[config.mk]
export PLATFORM = sky130hd
export DESIGN_NAME = software_timer_bank
export DESIGN_NICKNAME = d
export VERILOG_FILES = /design/src/rtl/stb_pkg.sv /design/src/rtl/stb_ram.sv /design/src/rtl/stb_ctrl.sv /design/src/rtl/software_timer_bank.sv
export SDC_FILE = /design/constraint.sdc
export NUM_CORES = 2
export LEC_CHECK = 0
export ABC_AREA = 1
export BUFFER_PORTS_ARGS = -buffer_cell sky130_fd_sc_hd__clkbuf_2
export CAP_MARGIN = 20
export CORE_MARGIN = 4
export CORE_UTILIZATION = 50
export DETAILED_ROUTE_END_ITERATION = 10
export PLACE_DENSITY_LB_ADDON = 0.12
export SLEW_MARGIN = 5
export SYNTH_ARGS = -nofsm -noshare
export SYNTH_HDL_FRONTEND = slang
export SYNTH_HIERARCHICAL = 1
export SYNTH_MEMORY_MAX_BITS = 65536
export SYNTH_SLANG_ARGS = --single-unit
[constraint.sdc]
create_clock -name i_clk -period 6.5 [get_ports i_clk]
set_input_delay 0.975 -clock i_clk [delete_from_list [all_inputs] [get_ports i_clk]]
set_output_delay 0.975 -clock i_clk [all_outputs]
set_load 0.02 [all_outputs]
[src/rtl/stb_pkg.sv]
// Shared types and constants of the software timer bank.
// No dependencies; imported by stb_ctrl, software_timer_bank and the testbench.
`default_nettype none

package stb_pkg;

    // Sizing
    localparam int MAX_TIMERS = 128;
    localparam int COUNT_BITS = 16;
    localparam int IDX_BITS   = $clog2(MAX_TIMERS);
    localparam int CNT_W      = $clog2(MAX_TIMERS + 1);
    localparam int CMP_W      = (CNT_W > 7) ? CNT_W : 7;

    // Command codes
    localparam logic [2:0] CMD_TICK   = 3'd0;
    localparam logic [2:0] CMD_CREATE = 3'd1;
    localparam logic [2:0] CMD_START  = 3'd2;
    localparam logic [2:0] CMD_STOP   = 3'd3;
    localparam logic [2:0] CMD_RELOAD = 3'd4;
    localparam logic [2:0] CMD_SET    = 3'd5;
    localparam logic [2:0] CMD_QUERY  = 3'd6;

    // Status codes
    localparam logic [1:0] STAT_OK      = 2'd0;
    localparam logic [1:0] STAT_FULL    = 2'd1;
    localparam logic [1:0] STAT_UNALLOC = 2'd2;

    typedef logic [COUNT_BITS-1:0] t_count;

    typedef enum logic [1:0] {
        ST_IDLE,
        ST_OP,
        ST_SWEEP,
        ST_RESP
    } t_state;

    // One timer entry as held in the table RAM
    typedef struct packed {
        t_count remaining;
        t_count reload;
        logic   enabled;
        logic   expired;
    } t_entry;

    typedef struct packed {
        logic [2:0]  command;
        logic [6:0]  timer_index;
        logic [15:0] interval_ticks;
        logic        auto_start;
    } t_cmd;

    typedef struct packed {
        logic [1:0] status;
        logic [6:0] new_index;
        logic       expired;
    } t_rsp;

endpackage

`default_nettype wire

[src/rtl/stb_ram.sv]
// Generic single-clock RAM: one write port, one read port, registered read.
// No dependencies.
`default_nettype none

module stb_ram #(
    parameter int WIDTH = 8,
    parameter int DEPTH = 16
) (
    input  wire logic                     i_clk,
    input  wire logic                     i_we,
    input  wire logic [$clog2(DEPTH)-1:0] i_waddr,
    input  wire logic [WIDTH-1:0]         i_wdata,
    input  wire logic                     i_re,
    input  wire logic [$clog2(DEPTH)-1:0] i_raddr,
    output logic      [WIDTH-1:0]         o_rdata
);

    logic [WIDTH-1:0] r_mem [DEPTH];
    logic [WIDTH-1:0] r_rdata;

    always_ff @(posedge i_clk) begin
        if (i_we) begin
            r_mem[i_waddr] <= i_wdata;
        end
        if (i_re) begin
            r_rdata <= r_mem[i_raddr];
        end
    end

    assign o_rdata = r_rdata;

endmodule

`default_nettype wire

[src/rtl/stb_ctrl.sv]
// Command sequencer of the timer bank: decodes a command, runs the
// read-modify-write on the timer table and the tick sweep.
// Depends on stb_pkg and stb_ram.
`default_nettype none

module stb_ctrl
    import stb_pkg::*;
(
    input  wire logic i_clk,
    input  wire logic i_rst_n,
    input  wire logic i_start,
    input  wire t_cmd i_cmd,
    output logic      o_ready,
    output logic      o_rsp_valid,
    output t_rsp      o_rsp,
    input  wire logic i_rsp_free
);

    t_state                r_state, n_state;
    logic [CNT_W-1:0]      r_count, n_count;
    logic [CNT_W-1:0]      r_ptr, n_ptr;
    logic                  r_pend_vld, n_pend_vld;
    logic [IDX_BITS-1:0]   r_pend_addr, n_pend_addr;
    t_cmd                  r_cmd, n_cmd;
    t_rsp                  r_rsp, n_rsp;

    logic                  ram_we, ram_re;
    logic [IDX_BITS-1:0]   ram_waddr, ram_raddr;
    t_entry                ram_wdata, ram_rdata, ent;

    logic [CMP_W-1:0]      idx_in_ext, idx_reg_ext, cnt_ext;
    logic [31:0]           ivl_in_w, ivl_reg_w;
    t_count                ivl_in, ivl_reg;
    logic                  full, unalloc, sweep_rd;

    stb_ram #(
        .WIDTH ($bits(t_entry)),
        .DEPTH (MAX_TIMERS)
    ) u_table (
        .i_clk   (i_clk),
        .i_we    (ram_we),
        .i_waddr (ram_waddr),
        .i_wdata (ram_wdata),
        .i_re    (ram_re),
        .i_raddr (ram_raddr),
        .o_rdata (ram_rdata)
    );

    assign idx_in_ext  = CMP_W'(i_cmd.timer_index);
    assign idx_reg_ext = CMP_W'(r_cmd.timer_index);
    assign cnt_ext     = CMP_W'(r_count);
    assign ivl_in_w    = 32'(i_cmd.interval_ticks);
    assign ivl_reg_w   = 32'(r_cmd.interval_ticks);
    assign ivl_in      = ivl_in_w[COUNT_BITS-1:0];
    assign ivl_reg     = ivl_reg_w[COUNT_BITS-1:0];
    assign full        = (r_count == CNT_W'(MAX_TIMERS));
    assign unalloc     = (idx_in_ext >= cnt_ext);
    assign sweep_rd    = (r_ptr < r_count);

    always_ff @(posedge i_clk) begin
        if (!i_rst_n) begin
            r_state    <= ST_IDLE;
            r_count    <= '0;
            r_pend_vld <= 1'b0;
        end else begin
            r_state    <= n_state;
            r_count    <= n_count;
            r_pend_vld <= n_pend_vld;
        end
    end

    always_ff @(posedge i_clk) begin
        r_ptr       <= n_ptr;
        r_pend_addr <= n_pend_addr;
        r_cmd       <= n_cmd;
        r_rsp       <= n_rsp;
    end

    always_comb begin
        n_state     = r_state;
        n_count     = r_count;
        n_ptr       = r_ptr;
        n_pend_vld  = 1'b0;
        n_pend_addr = r_pend_addr;
        n_cmd       = r_cmd;
        n_rsp       = r_rsp;
        ram_we      = 1'b0;
        ram_waddr   = '0;
        ram_wdata   = '0;
        ram_re      = 1'b0;
        ram_raddr   = '0;
        ent         = ram_rdata;
        o_ready     = 1'b0;
        o_rsp_valid = 1'b0;

        case (r_state)
            ST_IDLE: begin
                o_ready = 1'b1;
                if (i_start) begin
                    n_cmd = i_cmd;
                    n_rsp = '{status: STAT_OK, new_index: '0, expired: 1'b0};
                    n_state = ST_RESP;
                    case (i_cmd.command)
                        CMD_TICK: begin
                            if (r_count != '0) begin
                                n_ptr   = '0;
                                n_state = ST_SWEEP;
                            end
                        end
                        CMD_CREATE: begin
                            if (full) begin
                                n_rsp.status = STAT_FULL;
                            end else begin
                                ram_we    = 1'b1;
                                ram_waddr = r_count[IDX_BITS-1:0];
                                ram_wdata = '{remaining: ivl_in, reload: ivl_in,
                                              enabled: i_cmd.auto_start,
                                              expired: 1'b0};
                                n_count   = r_count + 1'b1;
                                n_rsp.new_index = cnt_ext[6:0];
                            end
                        end
                        CMD_START, CMD_STOP, CMD_RELOAD, CMD_SET, CMD_QUERY: begin
                            if (unalloc) begin
                                n_rsp.status = STAT_UNALLOC;
                            end else begin
                                ram_re    = 1'b1;
                                ram_raddr = idx_in_ext[IDX_BITS-1:0];
                                n_state   = ST_OP;
                            end
                        end
                        default: begin
                        end
                    endcase
                end
            end

            ST_OP: begin
                // table data for the addressed timer arrived this cycle
                ram_waddr = idx_reg_ext[IDX_BITS-1:0];
                ram_we    = 1'b1;
                case (r_cmd.command)
                    CMD_START:  ent.enabled = 1'b1;
                    CMD_STOP:   ent.enabled = 1'b0;
                    CMD_RELOAD: ent.remaining = ram_rdata.reload;
                    CMD_SET: begin
                        ent.reload    = ivl_reg;
                        ent.remaining = ivl_reg;
                    end
                    default: begin
                        ram_we        = 1'b0;
                        n_rsp.expired = ram_rdata.expired;
                    end
                endcase
                ram_wdata = ent;
                n_state   = ST_RESP;
            end

            ST_SWEEP: begin
                // read entry r_ptr while writing back entry r_ptr-1
                if (sweep_rd) begin
                    ram_re      = 1'b1;
                    ram_raddr   = r_ptr[IDX_BITS-1:0];
                    n_ptr       = r_ptr + 1'b1;
                    n_pend_vld  = 1'b1;
                    n_pend_addr = r_ptr[IDX_BITS-1:0];
                end
                if (r_pend_vld) begin
                    if (ram_rdata.remaining == '0) begin
                        ent.expired   = 1'b1;
                        ent.remaining = ram_rdata.reload;
                    end else begin
                        if (ram_rdata.enabled) begin
                            ent.remaining = ram_rdata.remaining - 1'b1;
                        end
                        ent.expired = 1'b0;
                    end
                    ram_we    = 1'b1;
                    ram_waddr = r_pend_addr;
                    ram_wdata = ent;
                end
                if (!sweep_rd && !r_pend_vld) begin
                    n_state = ST_RESP;
                end
            end

            ST_RESP: begin
                o_rsp_valid = 1'b1;
                if (i_rsp_free) begin
                    n_state = ST_IDLE;
                end
            end

            default: n_state = ST_IDLE;
        endcase
    end

    assign o_rsp = r_rsp;

    // Assertions
    a_count_max: assert property (@(posedge i_clk) disable iff (!i_rst_n)
        r_count <= CNT_W'(MAX_TIMERS))
        else $error("timer count beyond bank size");

    a_count_step: assert property (@(posedge i_clk) disable iff (!i_rst_n)
        ($past(i_rst_n) && (r_count != $past(r_count)))
            |-> (r_count == $past(r_count) + 1'b1))
        else $error("timer count changed other than by one create");

    a_pend_alloc: assert property (@(posedge i_clk) disable iff (!i_rst_n)
        r_pend_vld |-> (CNT_W'(r_pend_addr) < r_count))
        else $error("sweep writes an unallocated entry");

    a_full_rsp: assert property (@(posedge i_clk) disable iff (!i_rst_n)
        (r_state == ST_RESP && r_rsp.status == STAT_FULL)
            |-> (r_count == CNT_W'(MAX_TIMERS)))
        else $error("bank full reported while not full");

endmodule

`default_nettype wire

[src/rtl/software_timer_bank.sv]
// Top level of the software timer bank: ports, input decode, result register.
// Depends on stb_pkg and stb_ctrl.
`default_nettype none

// A bank of MAX_TIMERS countdown timers kept in one table RAM (remaining
// count, interval, enable and expired bit per entry), driven by tick
// commands from the host. One command is taken at a time; o_in_ready is
// high while the sequencer is idle. Create, bank full, unallocated index,
// the unused code and a tick with no timers are answered without a table
// read; start, stop, reload and set interval read the entry and write it
// back, and query only reads it; a tick sweeps the allocated entries,
// reading one entry per cycle through the single read port while writing
// back the previous one, then does the last write-back and closes the sweep.
// The result sits in an output register, so the next command is accepted
// while it waits; a second result stalls in the sequencer until that
// register frees up. Table entries need no clearing after reset: an entry
// is only read once a create has written it.
module software_timer_bank
    import stb_pkg::*;
(
    input  wire logic        i_clk,
    input  wire logic        i_rst_n,
    input  wire logic        i_in_valid,
    output logic             o_in_ready,
    input  wire logic [2:0]  i_command,
    input  wire logic [6:0]  i_timer_index,
    input  wire logic [15:0] i_interval_ticks,
    input  wire logic        i_auto_start,
    output logic             o_out_valid,
    input  wire logic        i_out_ready,
    output logic [1:0]       o_status,
    output logic [6:0]       o_new_index,
    output logic             o_expired
);

    t_cmd  cmd;
    t_rsp  rsp;
    logic  rsp_valid, rsp_free, ready, start;
    logic  r_out_valid;
    t_rsp  r_out;

    assign cmd   = '{command: i_command, timer_index: i_timer_index,
                     interval_ticks: i_interval_ticks, auto_start: i_auto_start};
    assign start = i_in_valid && ready;

    stb_ctrl u_ctrl (
        .i_clk       (i_clk),
        .i_rst_n     (i_rst_n),
        .i_start     (start),
        .i_cmd       (cmd),
        .o_ready     (ready),
        .o_rsp_valid (rsp_valid),
        .o_rsp       (rsp),
        .i_rsp_free  (rsp_free)
    );

    // result register frees up in the cycle its transaction completes
    assign rsp_free = !r_out_valid || i_out_ready;

    always_ff @(posedge i_clk) begin
        if (!i_rst_n) begin
            r_out_valid <= 1'b0;
        end else if (rsp_valid && rsp_free) begin
            r_out_valid <= 1'b1;
        end else if (i_out_ready) begin
            r_out_valid <= 1'b0;
        end
    end

    always_ff @(posedge i_clk) begin
        if (rsp_valid && rsp_free) begin
            r_out <= rsp;
        end
    end

    assign o_in_ready  = ready;
    assign o_out_valid = r_out_valid;
    assign o_status    = r_out.status;
    assign o_new_index = r_out.new_index;
    assign o_expired   = r_out.expired;

endmodule

`default_nettype wire

==> impl_metrics.toml <==
[status]
status = "completed"

[die]
dieArea_sq_um = 371000
coreArea_sq_um = 359000
rows = 220
die_y_um = 609
io_pins = 43
die_w_um = 609
start_util_pct = 50.2

[worst_setup_path]
reg2reg_slack_ns = 0.42
cp_data_arrival_time_ns = 6.78
crit_top_cell = "nand3_1"
required_ns = 7.20
reg2regPathDepth = 22
start_kind = "register"
critPathSlowestCell = "nand3_1"
end_kind = "register"
crit_fanout = 68
worstSetupPathType = "reg2reg"
cp_num_buf_inv = 7
cpPeakStageDelay_ns = 0.77
critical_path.cell_chain = "inv_1 > ha_1 > inv_2 > nor2_1 > nand3_1 > a31oi_1 > nand2_2 > inv_2 > nand2_1 > o21ai_4 > inv_16 > buf_12 > buf_4 > buf_4 > nand2_1 > nand3_1 > nand3_1 > nand3_1 > nand3_1 > nand3_1 > nand3_1 > nand2_1"
path_delay_family = "simple AND/OR/NAND/NOR gates"
cp.depth = 22

[sta]
hold-worst-slack_ns = 0.133
worst_pin_slew_ns = 1.13
tns_ns = 0
period_share_pct = 93.6
slew_headroom_pct = 24.5
skew_ns = 0.0959
hold_viol = 0
fin_crit_ns = 6.08
finalSetupViolCount = 0
clock.fmax_mhz = 164
setup_slack_ns = 0.418
maxSlewViolCount = 0
rsz0062_at_grt = "no"

[route]
final_antenna_net_count = 0
detail_route.iter0.violations = 17400
drtPass1Iterations = 8
wire_per_inst_um = 29.2
viasPerCell = 6.10
wl_um = 587000
vias = 123000
drc = 0

[power_and_ir_drop]
vdd_drop_max_mv = 0.293
p_leak_nw = 71.1
power_density_nw_per_um2 = 377

[yosys]
synth_top_family_by_area = "simple AND/OR/NAND/NOR gates"
yosysTopAreaCell = "edfxtp_1"
synth-simple-area-share_pct = 22.2
synth_top_area_share_pct = 74.0
synthesis.area_sq_um = 180000
synth_compound_area_share_pct = 0.458
synth_xor_area_share_pct = 0.0340
yosysSeqAreaShare_pct = 74.1
synth-seq-cells = 4459
synth_area_per_cell_sq_um = 12.1
async_flop_share_pct = 0
synth_warnings = 6
synth_cells = 14900
yosys-top-cells-area = "edfxtp_1 (74%), nand3_1 (12%), nand2_1 (9.5%), buf_2 (1.5%), buf_4 (0.66%)"
synth_mux_area_share_pct = 0
synth_edf_count = 4447
synthFlopType = "edfxtp_1"
ys_types = 47
synth_fp_nets = 14900
synthAdderAreaFrac_pct = 0.166

[clocking]
h-tree-depth = 5
clk_path_buf_depth = 4
clk_latency_ns = 1.04
cts.sinks = 4459
cts_tree = "built"
numCtsBuffers = 456
hold_buffers = 0
cts_resized = 0
ctsRootBufferMaster = "clkbuf_16"
path_clk_slew_ns = 0.07
cts_setup_buffers = 0

[finish]
drive_gt1_share_pct = 9.46
layout_commonest_cell = "nand2_1"
final_nets = 15000
layout_common_cells = "nand2_1 (4561), edfxtp_1 (4447), nand3_1 (4311), clkbuf_16 (460), buf_4 (414)"
fillers = 29100
largest_register_ffs = 4352
area_delta_synth_final_pct = 12.7
stdcell_count = 20100
design_area_sq_um = 203000

[grt]
grt_usage_pct = 30.8
antenna_found_initial = 57
grt_start_max_net_pins = 160
grt_pass1_wl_um = 833000
overflow = 0
grt_pass1_vias = 115000

[place]
dp_cells = 19200
dp_hpwl_um = 336000
io_buffers = 42
place_congestion = 0.939
postPlaceCellArea_sq_um = 189000
place_ws_ns = 0.375

[min_path]
hold-path-cell-count = 1
hp-class = "in2reg"

[job]
maxCapViolCount = 0
power breakdown:
part | internal, mW | switching (mW)
combinational | 3.66 | 13.1
clock | 14.5 | 11.1
sequential | 34.1 | 0.271
total | 52.2 | 24.5
metrics by stage:
step	util, %	power (mW)
global placement	52.5	51.1
finish	56.6	76.7
detailed placement	52.6	51.4
floorplan	-	43.9
CTS	56.6	76.7
global route	56.6	79.0
cell usage after synthesis, types with 10 or more instances:
cell type,count
nand2_1,4570
edfxtp_1,4447
nand3_1,4311
buf_2,536
nor2_1,203
buf_4,159
clkbuf_1,148
buf_1,125
inv_1,92
a21oi_1,40
a31oi_1,25
ha_1,24
o21ai_0,24
inv_2,16
o211ai_1,15
nor3_1,14
buf_6,13
dfxtp_1,12
nand4_1,11
or2_2,11
nand2_2,10
final timing paths:
kind                                                   end                start
worst max-delay path            u_ctrl/u_table/o_rdata[27]    u_ctrl/r_state[0]
worst max register to register  u_ctrl/u_table/o_rdata[27]    u_ctrl/r_state[0]
worst min-delay path                     u_ctrl/ivl_reg[0]  i_interval_ticks[0]
worst min register to register              o_new_index[1]      u_ctrl/o_rsp[2]
logic make-up (layout without fill, tap and decap cells):
| kind of cell | after synthesis | in the layout |
|---|---|---|
| compound gates | 136 | 136 |
| flops | 4459 | 4459 |
| simple gates | 9154 | 9154 |
| xor+xnor | 7 | 7 |
| other cells | 0 | 21 |
| fa+ha+maj | 24 | 24 |
| buf+inv | 1098 | 1542 |
layout make-up:
type / instances / area, sq um / area share, %
Timing Repair Buffer: 587 / 5960 / 2.93
Clock inverter: 286 / 2620 / 1.29
Multi-Input combinational cell: 9321 / 42700 / 21.0
Antenna cell: 21 / 52.6 / 0.0258
Clock buffer: 556 / 11900 / 5.84
Tap cell: 4773 / 5970 / 2.94
Inverter: 113 / 479 / 0.236
Sequential cell: 4459 / 134000 / 65.8
metal layers:
layer / share of wire (%) / vias to the layer above / track usage (%)
li1: - / 53400 / -
met1: 39 / 61000 / 43.1
met2: 45 / 6976 / 47.1
met3: 11 / 1180 / 5.66
met4: 5.2 / 18 / 14.5
met5: 0.019 / - / 0
No activity file was read; power rests on OpenSTA's default activity.
